### src/rtl/aclf_pkg.sv
`default_nettype none

package aclf_pkg;

  // Default number of angular positions around one turn.
  localparam int POSITIONS_DEF = 720;

  // LED word layout.
  localparam int LED_W    = 4;
  localparam int LED_MARK = 0;
  localparam int LED_HOUR = 1;
  localparam int LED_MIN  = 2;
  localparam int LED_SEC  = 3;

  // Time constants.
  localparam int HALF_DAY_MINS  = 720;
  localparam int MINS_PER_HOUR  = 60;
  localparam int TICKS_PER_TURN = 60;
  localparam int MARKS          = 12;

  // Remainder width of a divide by HALF_DAY_MINS.
  localparam int REM_W = 10;

  // Function codes.
  localparam logic FUNC_TIME = 1'b0;
  localparam logic FUNC_READ = 1'b1;

  typedef logic [LED_W-1:0] led_word_t;

  typedef struct packed {
    logic       func;
    logic [4:0] hours;
    logic [5:0] minutes;
    logic [5:0] seconds;
    logic [9:0] position;
  } in_item_t;

  typedef struct packed {
    logic hour_mark_on;
    logic hour_hand_on;
    logic minute_hand_on;
    logic second_arc_on;
  } out_item_t;

endpackage

`default_nettype wire

### src/rtl/aclf_div.sv
`default_nettype none

// Divide by the half-day minute count with a reciprocal multiply: load,
// multiply, then form the remainder. done follows start through mul_r, sub_r and done_r.
module aclf_div #(
  parameter int DW = 20
) (
  input  wire logic                       clk,
  input  wire logic                       rst_n,
  input  wire logic                       start,
  input  wire logic [DW-1:0]              dividend,
  output logic                            done,
  output logic [DW-1:0]                   quo,
  output logic [aclf_pkg::REM_W-1:0]      rem
);

  // A shift of DW + REM_W keeps the reciprocal error below 1/720 for every
  // dividend under 2**DW, so the quotient comes out exact.
  localparam int SH  = DW + aclf_pkg::REM_W;
  localparam int MW  = DW + 1;
  localparam int PRW = DW + MW;
  localparam logic [63:0] RECIP_L =
    ((64'd1 << SH) + 64'(aclf_pkg::HALF_DAY_MINS - 1)) / 64'(aclf_pkg::HALF_DAY_MINS);
  localparam logic [MW-1:0] RECIP = RECIP_L[MW-1:0];

  logic [DW-1:0]               dq_r;
  logic [DW-1:0]               quo_r;
  logic [aclf_pkg::REM_W-1:0]  rem_r;
  logic                        mul_r;
  logic                        sub_r;
  logic                        done_r;
  logic [PRW-1:0]              prod;
  logic [DW-1:0]               back;
  logic [DW-1:0]               diff;

  assign prod = PRW'(dq_r) * PRW'(RECIP);
  assign back = quo_r * DW'(aclf_pkg::HALF_DAY_MINS);
  assign diff = dq_r - back;

  always_ff @(posedge clk) begin
    if (!rst_n) begin
      mul_r  <= 1'b0;
      sub_r  <= 1'b0;
      done_r <= 1'b0;
    end else begin
      mul_r  <= start;
      sub_r  <= mul_r;
      done_r <= sub_r;
    end
  end

  always_ff @(posedge clk) begin
    if (start) begin
      dq_r <= dividend;
    end
    if (mul_r) begin
      quo_r <= DW'(prod[PRW-1:SH]);
    end
    if (sub_r) begin
      rem_r <= diff[aclf_pkg::REM_W-1:0];
    end
  end

  assign done = done_r;
  assign quo  = quo_r;
  assign rem  = rem_r;

endmodule

`default_nettype wire

### src/rtl/aclf_mem.sv
`default_nettype none

module aclf_mem #(
  parameter int DEPTH = 720,
  parameter int AW    = 10
) (
  input  wire logic                       clk,
  input  wire logic                       we,
  input  wire logic [AW-1:0]              waddr,
  input  wire aclf_pkg::led_word_t        wdata,
  input  wire logic [AW-1:0]              raddr,
  output aclf_pkg::led_word_t             rdata
);

  aclf_pkg::led_word_t mem [DEPTH];

  always_ff @(posedge clk) begin
    if (we) begin
      mem[waddr] <= wdata;
    end
  end

  always_ff @(posedge clk) begin
    rdata <= mem[raddr];
  end

endmodule

`default_nettype wire

### src/rtl/analog_clock_led_frame_unit.sv
`default_nettype none

// LED frame store for a spinning analog clock display.
// Input channel (in_valid / in_stall / in_data) takes one word per handshake.
//   func = read: the LED word at in_data.position is registered and out_valid
//   rises from the read-out step once the result register is free; the next
//   input word is taken only after that step returns to idle. Positions at or
//   beyond POSITIONS read as all dark.
//   func = time: the hands move and no result comes back. The hour position
// takes two passes through the shared divide-by-720 unit (reciprocal
// multiply, then remainder). Then every edit of the store is a
// read-modify-write sweep through the frame memory, in this order:
// old hour, old minute, the whole arc when seconds is 1,
//   new hour, new minute, then the arc span(s).
// Result channel (out_valid / out_stall / out_data) is a register: a result
// holds while out_stall is high. Time words still go through meanwhile; a
// further read waits in the read-out step with in_stall high until it drains.
// Reset: the store is rebuilt by a pass over all POSITIONS entries (hour marks, and
// all hands at the half-turn position); in_stall stays high until it ends.
module analog_clock_led_frame_unit #(
  parameter int POSITIONS = aclf_pkg::POSITIONS_DEF
) (
  input  wire logic                  clk,
  input  wire logic                  rst_n,
  input  wire logic                  in_valid,
  output logic                       in_stall,
  input  wire aclf_pkg::in_item_t    in_data,
  output logic                       out_valid,
  input  wire logic                  out_stall,
  output aclf_pkg::out_item_t        out_data
);

  localparam int PW   = $clog2(POSITIONS);
  localparam int HALF = POSITIONS / 2;
  localparam int TICK = POSITIONS / aclf_pkg::TICKS_PER_TURN;
  localparam int STEP = POSITIONS / aclf_pkg::MARKS;
  localparam int SW   = $clog2(STEP);
  localparam int DW   = $clog2(aclf_pkg::HALF_DAY_MINS * POSITIONS);

  typedef enum logic [6:0] {
    ST_INIT  = 7'b0000001,
    ST_IDLE  = 7'b0000010,
    ST_RDOUT = 7'b0000100,
    ST_MOD   = 7'b0001000,
    ST_SCALE = 7'b0010000,
    ST_SWEEP = 7'b0100000,
    ST_DRAIN = 7'b1000000
  } state_t;

  // One sweep job per edit of the store.
  typedef enum logic [6:0] {
    JB_CLR_HOUR = 7'b0000001,
    JB_CLR_MIN  = 7'b0000010,
    JB_CLR_ARC  = 7'b0000100,
    JB_SET_HOUR = 7'b0001000,
    JB_SET_MIN  = 7'b0010000,
    JB_ARC_A    = 7'b0100000,
    JB_ARC_B    = 7'b1000000
  } job_t;

  function automatic logic [PW-1:0] tick_pos(input logic [5:0] v);
    logic [PW:0] t;
    t = (PW+1)'(TICK) * (PW+1)'(v) + (PW+1)'(HALF);
    if (t >= (PW+1)'(POSITIONS)) begin
      t = t - (PW+1)'(POSITIONS);
    end
    return t[PW-1:0];
  endfunction

  state_t               state_r, state_nxt;
  job_t                 job_r, job_nxt, job_after;

  logic [PW-1:0]        hour_at_r, min_at_r, sec_at_r;
  logic [PW-1:0]        new_hour_r, new_min_r, new_sec_r;
  logic                 clr_arc_r;
  logic [PW-1:0]        rd_addr_r;
  logic                 pend_r;
  logic [PW-1:0]        pend_addr_r;
  logic [PW-1:0]        init_addr_r;
  logic [PW-1:0]        init_cnt_r;
  logic [SW-1:0]        init_sub_r;
  logic [3:0]           init_k_r;
  logic                 div_go_r;
  logic [DW-1:0]        dividend_r;
  logic                 rd_ok_r;
  logic                 out_valid_r;
  aclf_pkg::out_item_t  out_data_r;

  logic                 accept;
  logic                 wrap;
  logic                 last_job;
  logic [PW-1:0]        job_lo, job_hi;
  logic                 div_done;
  logic [DW-1:0]        div_quo;
  logic [aclf_pkg::REM_W-1:0] div_rem;

  logic                 mem_we;
  logic [PW-1:0]        mem_waddr, mem_raddr;
  aclf_pkg::led_word_t  mem_wdata, mem_rdata, init_word, mod_word;

  assign in_stall = (state_r != ST_IDLE);
  assign accept   = in_valid && !in_stall;
  assign wrap     = new_sec_r < sec_at_r;
  assign last_job = (job_r == JB_ARC_B) || ((job_r == JB_ARC_A) && !wrap);

  // Order of edits for one time update.
  always_comb begin
    unique case (job_r)
      JB_CLR_HOUR: job_after = JB_CLR_MIN;
      JB_CLR_MIN:  job_after = clr_arc_r ? JB_CLR_ARC : JB_SET_HOUR;
      JB_CLR_ARC:  job_after = JB_SET_HOUR;
      JB_SET_HOUR: job_after = JB_SET_MIN;
      JB_SET_MIN:  job_after = JB_ARC_A;
      JB_ARC_A:    job_after = JB_ARC_B;
      JB_ARC_B:    job_after = JB_ARC_B;
      default:     job_after = JB_CLR_HOUR;
    endcase
  end

  // Start of the job about to run, end of the job running.
  always_comb begin
    unique case (job_nxt)
      JB_CLR_HOUR: job_lo = hour_at_r;
      JB_CLR_MIN:  job_lo = min_at_r;
      JB_CLR_ARC:  job_lo = '0;
      JB_SET_HOUR: job_lo = new_hour_r;
      JB_SET_MIN:  job_lo = new_min_r;
      JB_ARC_A:    job_lo = wrap ? '0 : sec_at_r;
      JB_ARC_B:    job_lo = sec_at_r;
      default:     job_lo = '0;
    endcase
  end

  always_comb begin
    unique case (job_r)
      JB_CLR_HOUR: job_hi = hour_at_r;
      JB_CLR_MIN:  job_hi = min_at_r;
      JB_CLR_ARC:  job_hi = PW'(POSITIONS - 1);
      JB_SET_HOUR: job_hi = new_hour_r;
      JB_SET_MIN:  job_hi = new_min_r;
      JB_ARC_A:    job_hi = new_sec_r;
      JB_ARC_B:    job_hi = PW'(POSITIONS - 1);
      default:     job_hi = '0;
    endcase
  end

  always_comb begin
    state_nxt = state_r;
    job_nxt   = job_r;
    unique case (state_r)
      ST_INIT: begin
        if (init_cnt_r == PW'(POSITIONS - 1)) begin
          state_nxt = ST_IDLE;
        end
      end
      ST_IDLE: begin
        if (accept) begin
          state_nxt = (in_data.func == aclf_pkg::FUNC_READ) ? ST_RDOUT : ST_MOD;
        end
      end
      ST_RDOUT: begin
        if (!out_valid_r || !out_stall) begin
          state_nxt = ST_IDLE;
        end
      end
      ST_MOD: begin
        if (div_done) begin
          state_nxt = ST_SCALE;
        end
      end
      ST_SCALE: begin
        if (div_done) begin
          state_nxt = ST_SWEEP;
          job_nxt   = JB_CLR_HOUR;
        end
      end
      ST_SWEEP: begin
        if (rd_addr_r == job_hi) begin
          state_nxt = ST_DRAIN;
        end
      end
      ST_DRAIN: begin
        if (last_job) begin
          state_nxt = ST_IDLE;
        end else begin
          state_nxt = ST_SWEEP;
          job_nxt   = job_after;
        end
      end
      default: state_nxt = ST_IDLE;
    endcase
  end

  // Control registers.
  always_ff @(posedge clk) begin
    if (!rst_n) begin
      state_r     <= ST_INIT;
      job_r       <= JB_CLR_HOUR;
      pend_r      <= 1'b0;
      div_go_r    <= 1'b0;
      out_valid_r <= 1'b0;
      init_addr_r <= PW'(HALF);
      init_cnt_r  <= '0;
      init_sub_r  <= '0;
      init_k_r    <= '0;
      hour_at_r   <= PW'(HALF);
      min_at_r    <= PW'(HALF);
      sec_at_r    <= PW'(HALF);
    end else begin
      state_r  <= state_nxt;
      job_r    <= job_nxt;
      pend_r   <= (state_r == ST_SWEEP);
      div_go_r <= 1'b0;

      // Walk the store once after reset, starting at the half turn.
      if (state_r == ST_INIT) begin
        init_cnt_r  <= init_cnt_r + 1'b1;
        init_addr_r <= (init_addr_r == PW'(POSITIONS - 1)) ? '0 : init_addr_r + 1'b1;
        if (init_sub_r == SW'(STEP - 1)) begin
          init_sub_r <= '0;
          if (init_k_r != 4'(aclf_pkg::MARKS)) begin
            init_k_r <= init_k_r + 1'b1;
          end
        end else begin
          init_sub_r <= init_sub_r + 1'b1;
        end
      end

      if (accept && (in_data.func == aclf_pkg::FUNC_TIME)) begin
        div_go_r <= 1'b1;
      end
      if ((state_r == ST_MOD) && div_done) begin
        div_go_r <= 1'b1;
      end

      // Commit the new hands once every edit is in the store.
      if ((state_r == ST_DRAIN) && last_job) begin
        hour_at_r <= new_hour_r;
        min_at_r  <= new_min_r;
        sec_at_r  <= new_sec_r;
      end

      if ((state_r == ST_RDOUT) && (!out_valid_r || !out_stall)) begin
        out_valid_r <= 1'b1;
      end else if (out_valid_r && !out_stall) begin
        out_valid_r <= 1'b0;
      end
    end
  end

  // Datapath registers.
  always_ff @(posedge clk) begin
    pend_addr_r <= rd_addr_r;
    if (accept) begin
      rd_ok_r    <= 32'(in_data.position) < POSITIONS;
      new_min_r  <= tick_pos(in_data.minutes);
      new_sec_r  <= tick_pos(in_data.seconds);
      clr_arc_r  <= (in_data.seconds == 6'd1);
      dividend_r <= DW'(in_data.hours) * DW'(aclf_pkg::MINS_PER_HOUR)
                    + DW'(in_data.minutes) + DW'(aclf_pkg::HALF_DAY_MINS / 2);
    end
    if ((state_r == ST_MOD) && div_done) begin
      // Scale minutes of the half day to positions.
      dividend_r <= DW'(div_rem) * DW'(POSITIONS);
    end
    if ((state_r == ST_SCALE) && div_done) begin
      new_hour_r <= div_quo[PW-1:0];
    end
    if (state_nxt == ST_SWEEP && state_r != ST_SWEEP) begin
      rd_addr_r <= job_lo;
    end else if (state_r == ST_SWEEP) begin
      rd_addr_r <= rd_addr_r + 1'b1;
    end else if (accept) begin
      // Hold the read position on the memory through the read-out step.
      rd_addr_r <= PW'(in_data.position);
    end
    if ((state_r == ST_RDOUT) && (!out_valid_r || !out_stall)) begin
      out_data_r.hour_mark_on   <= rd_ok_r & mem_rdata[aclf_pkg::LED_MARK];
      out_data_r.hour_hand_on   <= rd_ok_r & mem_rdata[aclf_pkg::LED_HOUR];
      out_data_r.minute_hand_on <= rd_ok_r & mem_rdata[aclf_pkg::LED_MIN];
      out_data_r.second_arc_on  <= rd_ok_r & mem_rdata[aclf_pkg::LED_SEC];
    end
  end

  // Reset contents: marks every STEP positions from the half turn, hands there.
  always_comb begin
    init_word = '0;
    init_word[aclf_pkg::LED_MARK] = (init_sub_r == '0) &&
                                    (init_k_r < 4'(aclf_pkg::MARKS));
    if (init_cnt_r == '0) begin
      init_word[aclf_pkg::LED_HOUR] = 1'b1;
      init_word[aclf_pkg::LED_MIN]  = 1'b1;
      init_word[aclf_pkg::LED_SEC]  = 1'b1;
    end
  end

  // Modify step of the read-modify-write sweep.
  always_comb begin
    mod_word = mem_rdata;
    unique case (job_r)
      JB_CLR_HOUR: mod_word[aclf_pkg::LED_HOUR] = 1'b0;
      JB_CLR_MIN:  mod_word[aclf_pkg::LED_MIN]  = 1'b0;
      JB_CLR_ARC:  mod_word[aclf_pkg::LED_SEC]  = 1'b0;
      JB_SET_HOUR: mod_word[aclf_pkg::LED_HOUR] = 1'b1;
      JB_SET_MIN:  mod_word[aclf_pkg::LED_MIN]  = 1'b1;
      JB_ARC_A:    mod_word[aclf_pkg::LED_SEC]  = 1'b1;
      JB_ARC_B:    mod_word[aclf_pkg::LED_SEC]  = 1'b1;
      default:     mod_word = mem_rdata;
    endcase
  end

  assign mem_we    = (state_r == ST_INIT) || pend_r;
  assign mem_waddr = (state_r == ST_INIT) ? init_addr_r : pend_addr_r;
  assign mem_wdata = (state_r == ST_INIT) ? init_word : mod_word;
  assign mem_raddr = (state_r == ST_IDLE) ? PW'(in_data.position) : rd_addr_r;

  aclf_div #(
    .DW (DW)
  ) u_div (
    .clk      (clk),
    .rst_n    (rst_n),
    .start    (div_go_r),
    .dividend (dividend_r),
    .done     (div_done),
    .quo      (div_quo),
    .rem      (div_rem)
  );

  aclf_mem #(
    .DEPTH (POSITIONS),
    .AW    (PW)
  ) u_mem (
    .clk   (clk),
    .we    (mem_we),
    .waddr (mem_waddr),
    .wdata (mem_wdata),
    .raddr (mem_raddr),
    .rdata (mem_rdata)
  );

  assign out_valid = out_valid_r;
  assign out_data  = out_data_r;

`ifndef SYNTH
  // Every accepted word takes the block out of idle in the next cycle.
  a_accept_busy: assert property (@(posedge clk) disable iff (!rst_n)
    (in_valid && !in_stall) |=> in_stall)
    else $error("input accepted back to back");

  // The store is never written while idle, so reads see settled data.
  a_idle_no_write: assert property (@(posedge clk) disable iff (!rst_n)
    (state_r == ST_IDLE) |-> !mem_we)
    else $error("frame write while idle");

  // A result appears only out of the read-out step.
  a_result_src: assert property (@(posedge clk) disable iff (!rst_n)
    $rose(out_valid) |-> $past(state_r == ST_RDOUT))
    else $error("result without a read");

  // Reset always starts the rebuild pass with input held off.
  a_reset_init: assert property (@(posedge clk)
    !rst_n |=> in_stall)
    else $error("input open right after reset");
`endif

endmodule

`default_nettype wire
### config.mk
export PLATFORM = sky130hd
export DESIGN_NAME = analog_clock_led_frame_unit
export DESIGN_NICKNAME = d
export VERILOG_FILES = /design/src/rtl/aclf_pkg.sv /design/src/rtl/aclf_div.sv /design/src/rtl/aclf_mem.sv /design/src/rtl/analog_clock_led_frame_unit.sv
export SDC_FILE = /design/constraint.sdc
export NUM_CORES = 2
export LEC_CHECK = 0
export BUFFER_PORTS_ARGS = -buffer_cell sky130_fd_sc_hd__clkbuf_2
export CORE_UTILIZATION = 43
export CTS_CLUSTER_DIAMETER = 50
export DETAILED_ROUTE_END_ITERATION = 16
export SKIP_LAST_GASP = 1
export SLEW_MARGIN = 0
export SYNTH_ARGS = -nofsm -noshare
export SYNTH_HDL_FRONTEND = slang
export SYNTH_SLANG_ARGS = --single-unit
### constraint.sdc
create_clock -name clk -period 46.5 [get_ports clk]
set_clock_uncertainty 0.05 [all_clocks]
set_input_delay 2.325 -clock clk [delete_from_list [all_inputs] [get_ports clk]]
set_output_delay 2.325 -clock clk [all_outputs]
set_load 0.02 [all_outputs]
* Word-level counts from Yosys, hierarchy flattened
Memories as Yosys holds them, arrays and structs flattened. A register that Yosys moved wholly into a read port is not among the register bits. Cells that the tools add are included.
Storage, ports and cells: memories 1, logic and storage cells 153, flip-flop bits (word level) 194, output and inout bits 6, RAM bits 2880, input port bits 32
Memories:
- u_mem.mem | words 720, bits a word 4, read ports 1, clocked after Yosys merged registers in 1, write ports 1, line aclf_mem.sv:15 | aclf_pkg::led_word_t mem [DEPTH];
Operators by class: bitwise gates (word level) 5, multiply operators 6, $add $sub $neg 12, reductions and logical operators 25, multiplexer cells 39, order comparisons 5, equal/unequal tests 29
Operators with widths (number):
- $pmux 10 s6 | 2
- $mux 10 | 9
- $mux 7 | 8
- $pmux 7 s7 | 1
- $pmux 7 s6 | 1
- $mul 19x20->39 const B | 1
- $mux 19 | 2
- $add 10x1->10 const B | 3
- $eq 7x6->1 const B | 4
- $add 10x9->11 const B | 2
- $ge 11x10->1 const B | 2
- $eq 7x1->1 const B | 3
- $eq 7x2->1 const B | 3
- $eq 7x4->1 const B | 3
- $eq 7x5->1 const B | 3
- $eq 7x7->1 const B | 3
- $eq 10x10->1 const B | 2
- $sub 10x10->10 const B | 2
- $mul 2x6->8 const A | 2
- $mul 10x6->15 const B | 1
- $eq 7x3->1 const B | 2
- $pmux 7 s2 | 1
- $add 12x9->13 const B | 1
- $add 11x6->12 | 1
- 30 further kinds | 59

* Depth between registers and ports, before layout
depth in word-level cells 9, depth in mapped cells 22, mapped depth without buffers 22

* By module
From an unflattened synthesis, not the netlist that was laid out.
Unflattened totals: cells, all modules 7598, area, all modules 131949.0 um^2
By module, submodules not included:
- aclf_mem | seq. area each 86563.0 um^2, cells each 5720, area each 113901.7 um^2, times used 1
- analog_clock_led_frame_unit | seq. area each 3453.3 um^2, cells each 1096, area each 10030.9 um^2, times used 1
- aclf_div | seq. area each 1231.2 um^2, cells each 782, area each 8016.4 um^2, times used 1

* Worst setup path after synthesis
Ideal clock, no wire load.
path type reg2reg, start point register state_r[3], end point memory u_mem.mem[0][0] in the netlist's numbering, data pin, cell stages (with the launch flop) 8, period minus slack after synthesis 35.406 ns, arrival time 29.580 ns, setup slack 11.094 ns, data required time 40.675 ns, library setup time 5.775 ns, path through dfxtp_1 nor3_2 buf_2 nand4_1 clkbuf_1 clkbuf_1 buf_1 o21ai_0
Between the ends: longest elaborated chain between the ends 2
Ends and longest elaborated chain:
- start: declaration | line analog_clock_led_frame_unit.sv:70 | state_t state_r, state_nxt;
- start signal: assignment | line analog_clock_led_frame_unit.sv:210 | state_r <= state_nxt;
- $eq 7x1->1 | line analog_clock_led_frame_unit.sv:314 | assign mem_wdata = (state_r == ST_INIT) ? init_word : mod_word;
- $mux 4 | line analog_clock_led_frame_unit.sv:314
- via mem_wdata[0] | line analog_clock_led_frame_unit.sv:99 | aclf_pkg::led_word_t mem_wdata, mem_rdata, init_word, mod_word;
- end: declaration | line aclf_mem.sv:15
The timed path passes the listed nets, and every way through them passes these cells.

* Final worst setup path
start point input port in_data[0] in the netlist's numbering, end point register u_mem.rdata[2], read port of u_mem.mem
Between the ends: longest elaborated chain between the ends 1
Ends and longest elaborated chain:
- start: declaration | line analog_clock_led_frame_unit.sv:27 | input wire aclf_pkg::in_item_t in_data,
- $mux 10 | line analog_clock_led_frame_unit.sv:315 | assign mem_raddr = (state_r == ST_IDLE) ? PW'(in_data.position) : rd_addr_r;
- end: declaration | line aclf_mem.sv:12 | output aclf_pkg::led_word_t rdata
Every way passes these cells. A chain may end at the register's enable or synchronous reset.

==> results.md <==
- Growth of design area from synthesis to finish: 11.8%
- P_leak: 50.1 nW
- CP Class: input pin to flop
- Hold Crit Class: flop to flop
- Failing checks: max-capacitance violations
- Vias: 88200
- Post-synthesis cell count: 9854
- Root Buffer: clkbuf_16
- Antenna viol nets, final: 0
- Total chip power: 7.20 mW
- Mapped Area: 133000 um2
- Total Routing Usage GR: 0.280
- Worst reg2reg endpoint: u_mem.rdata[3]
- Worst-path clk slew: 0.06 ns
- Fin crit share: 0.169
- Routed WL: 442000 um
- Vias in the first global route: 85000
- Setup Fix Bufs, Post-CTS: 0
- Die height: 558 um
- RSZ-0062 raised after global routing: no
- Seq/Total Area, Yosys: 0.686
- CP max stage delay: 0.82 ns
- Number of DRC markers after the initial detailed-route iteration: 13000
- CORE AREA: 307000 um2
- Initial antenna violation count: 36
- Max-slew headroom: 0.00927
- Outcome: finished with violations
- WHS Path Cells: 0
- Reg2Reg Setup Slack: 38.99 ns
- Post-synth ARST share: 0
- Register area: 91200 um2
- VDD IR max: 0.0000626 V
- Port bufs: 37
- Crit path capture type: flop
- EDFF count, synth: 2976
- Global-route wire length before repair: 626000 um
- Chip width: 558 um
- Clock sink total: 3070
- Arr. time, crit path: 8.55 ns
- Crit start category: input pin
- Largest net degree at the start of global routing: 200
- Worst path slowest cell: buf_4
- TNS Setup: 0 ns
- I/O pin cnt: 38
- Crit-path max FO: 97
- CTS tree: yes
- Most used DFF post-synth: edfxtp_1
- Crit path top cell by count: buf_4
- Placer Congestion: 0.889
- Final Critical Period: 7.87 ns
- DP HPWL: 263000 um
- Clk Latency, worst-skew pair: 0.90 ns
- WP data required: 47.18 ns
- H-tree Lvls: 5
- Critical Path Source: in_data[0]
- FF-to-FF Start: state_r[0]
- Worst-margin pin slew: 1.47 ns
- Nets: 10200
- PwrDens: 48.4 nW/um2
- Synthesized Nets: 10300
- Share of cells above drive strength 1: 0.102
- Syn_area_per_cell: 13.5 um2
- Yosys reg bits: 3070
- Hold buffers post-CTS: 0
- CTS Buffer Depth: 4
- CTS resizes: 0
- Die footprint: 312000 um2
- Final Hold Viols: 0
- Filler Cell Count: 26400
- Achievable frequency: 127 MHz
- Crit path to: u_mem.rdata[2]
- Synth unique cells: 87
- Total gr overflow: 0
- Multi-input logic area: 38100 um2
- Cell Rows: 203
- Slew Limit Fails: 0
- Final setup violation count: 0
- DRC viols: 0
- Initial DRT Pass Iterations: 8
- Ys Warns: 0
- CP Cell Sequence: clkbuf_2, nand3_2, buf_4, and2_4, buf_4, buf_4, buf_4, buf_12, mux4_2, a22o_1, a31oi_1, o22ai_1, a21oi_1, o32a_1, o311ai_1
- FF-to-FF path depth: 13
- Wirelength per Cell: 31.2 um
- Max_cap viols: 2
- CTS Buf Count: 336
- Vias per cell: 6.22
- Initial core utilization: 0.434
-- cell usage in the layout (no fill, tap or decap), drive strengths merged, types with 17 or more instances in the layout --
master / count
and3: 205
nand4: 111
a21oi: 160
clkinvlp: 17
clkinv: 121
fa: 150
a211oi: 157
bufinv: 30
diode: 22
mux4: 138
a21o: 29
a22o: 26
a31oi: 230
nand3: 504
inv: 350
clkbuf: 447
a32oi: 101
edfxtp: 2976
nor3: 73
xnor2: 56
nor4: 34
a22oi: 75
nor2: 890
a221oi: 29
nand2b: 26
a2111oi: 23
o22ai: 53
nand2: 1682
ha: 254
mux2i: 270
buf: 233
dfxtp: 94
a311oi: 96
xor2: 48
o21ai: 123
-- synth_stat cells, types with 14 or more instances --
library cell,number,area share
mux4_2,138,0.023
buf_1,82,0.0023
a2111oi_0,23,0.0015
and3_1,205,0.0096
a311oi_1,96,0.0063
edfxtp_1,2976,0.67
nand4_1,111,0.0052
nand2b_1,26,0.0012
inv_1,327,0.0092
clkbuf_1,326,0.0092
ha_1,254,0.024
nand2_1,1680,0.047
nor2_1,888,0.025
dfxtp_1,94,0.014
o21ai_0,115,0.0043
nor2b_1,16,0.00075
a221oi_1,29,0.0019
mux2i_1,269,0.020
nor3_1,71,0.0027
buf_6,21,0.0018
fa_1,150,0.023
a31oi_1,230,0.011
xor2_1,48,0.0032
buf_4,35,0.0020
o31ai_1,14,0.00079
o22ai_1,53,0.0025
a32oi_1,101,0.0066
xnor2_1,56,0.0037
nand3_1,504,0.019
a22o_1,26,0.0017
a22oi_1,75,0.0042
buf_2,188,0.0071
and2_1,16,0.00075
nor4_1,34,0.0016
a211oi_1,156,0.0088
a21oi_1,160,0.0060
a21o_1,29,0.0016
-- kinds of logic (layout without fill, tap and decap cells) --
group,Yosys count,count (layout),share of synthesized area
AND/OR/NAND/NOR,3620,3620,0.117
AO/OA/AOI/OAI,1248,1248,0.0665
flip-flops,3070,3070,0.686
adder cells (fa/ha/maj),404,404,0.0465
buffers and inverters,987,1198,0.0323
XOR/XNOR,104,104,0.00685
multiplexers,421,421,0.0448
other,0,22,0
-- power by group --
part           total, mW  internal, mW  leakage, nW  switching, mW
Combinational      0.956         0.125         17.3          0.831
Clock               2.65          1.53         5.25           1.12
Sequential          3.60          3.59         27.5        0.00832
-- how the worst min path moves through the flow --
stage	startpoint	end	slack, ns
floorplan	rd_addr_r[2]	pend_addr_r[2]	0.30
global placement	rd_addr_r[9]	pend_addr_r[9]	0.34
detailed placement	dividend_r[16]	u_div.dq_r[16]	0.35
CTS	rd_addr_r[9]	pend_addr_r[9]	0.37
global route	rd_addr_r[9]	pend_addr_r[9]	0.37
finish	rd_addr_r[9]	pend_addr_r[9]	0.36
-- layout make-up --
class	count	share of cell area
flip-flops and latches	3070	0.613
multi-input cells	5797	0.256
clock buffers	410	0.0597
well taps	4100	0.0345
repair buffers	270	0.0147
clock inverters	189	0.0130
inverters	329	0.00830
diodes	22	0.000370
-- state kept, by name, indices dropped and copies added, names as in the netlist, 4 cells and up --
signal	cells
u_mem.mem	2880
hour_at_r	10
new_sec_r	8
u_mem.rdata	4
init_k_r	4
min_at_r	8
dividend_r	19
u_div.quo	10
state_r	7
init_cnt_r	10
new_min_r	8
u_div.rem	10
init_sub_r	6
new_hour_r	10
job_r	7
pend_addr_r	10
out_data	4
sec_at_r	8
init_addr_r	10
rd_addr_r	10
u_div.dq_r	19
-- through the flow --
step	instance area [um2]	instances	setup slack [ns]	hold slack (ns)	util
after CTS	149000	14200	38.79	0.368	0.485
after global placement	138000	13600	37.92	0.344	0.449
after floorplan	133000	9854	11.09	0.296	-
after detailed placement	138000	13600	37.84	0.355	0.449
final	149000	14200	38.63	0.363	0.485
after global routing	149000	14200	38.57	0.371	0.485
-- routing by layer --
metal	GRT usage	up-vias	part of all wire
li1	-	36700	-
met1	0.371	44500	0.37
met2	0.427	5838	0.45
met3	0.0712	1181	0.12
met4	0.142	28	0.055
met5	0.00262	-	0.00053
-- worst max-delay path: cells and delay by family --
kind / cells / cell delay [ns]
AO/OA/AOI/OAI: 6 / 1.76
buffers and inverters: 6 / 2.95
multiplexers: 1 / 0.57
AND/OR/NAND/NOR: 2 / 0.77
No activity file was read; power rests on OpenSTA's default activity.
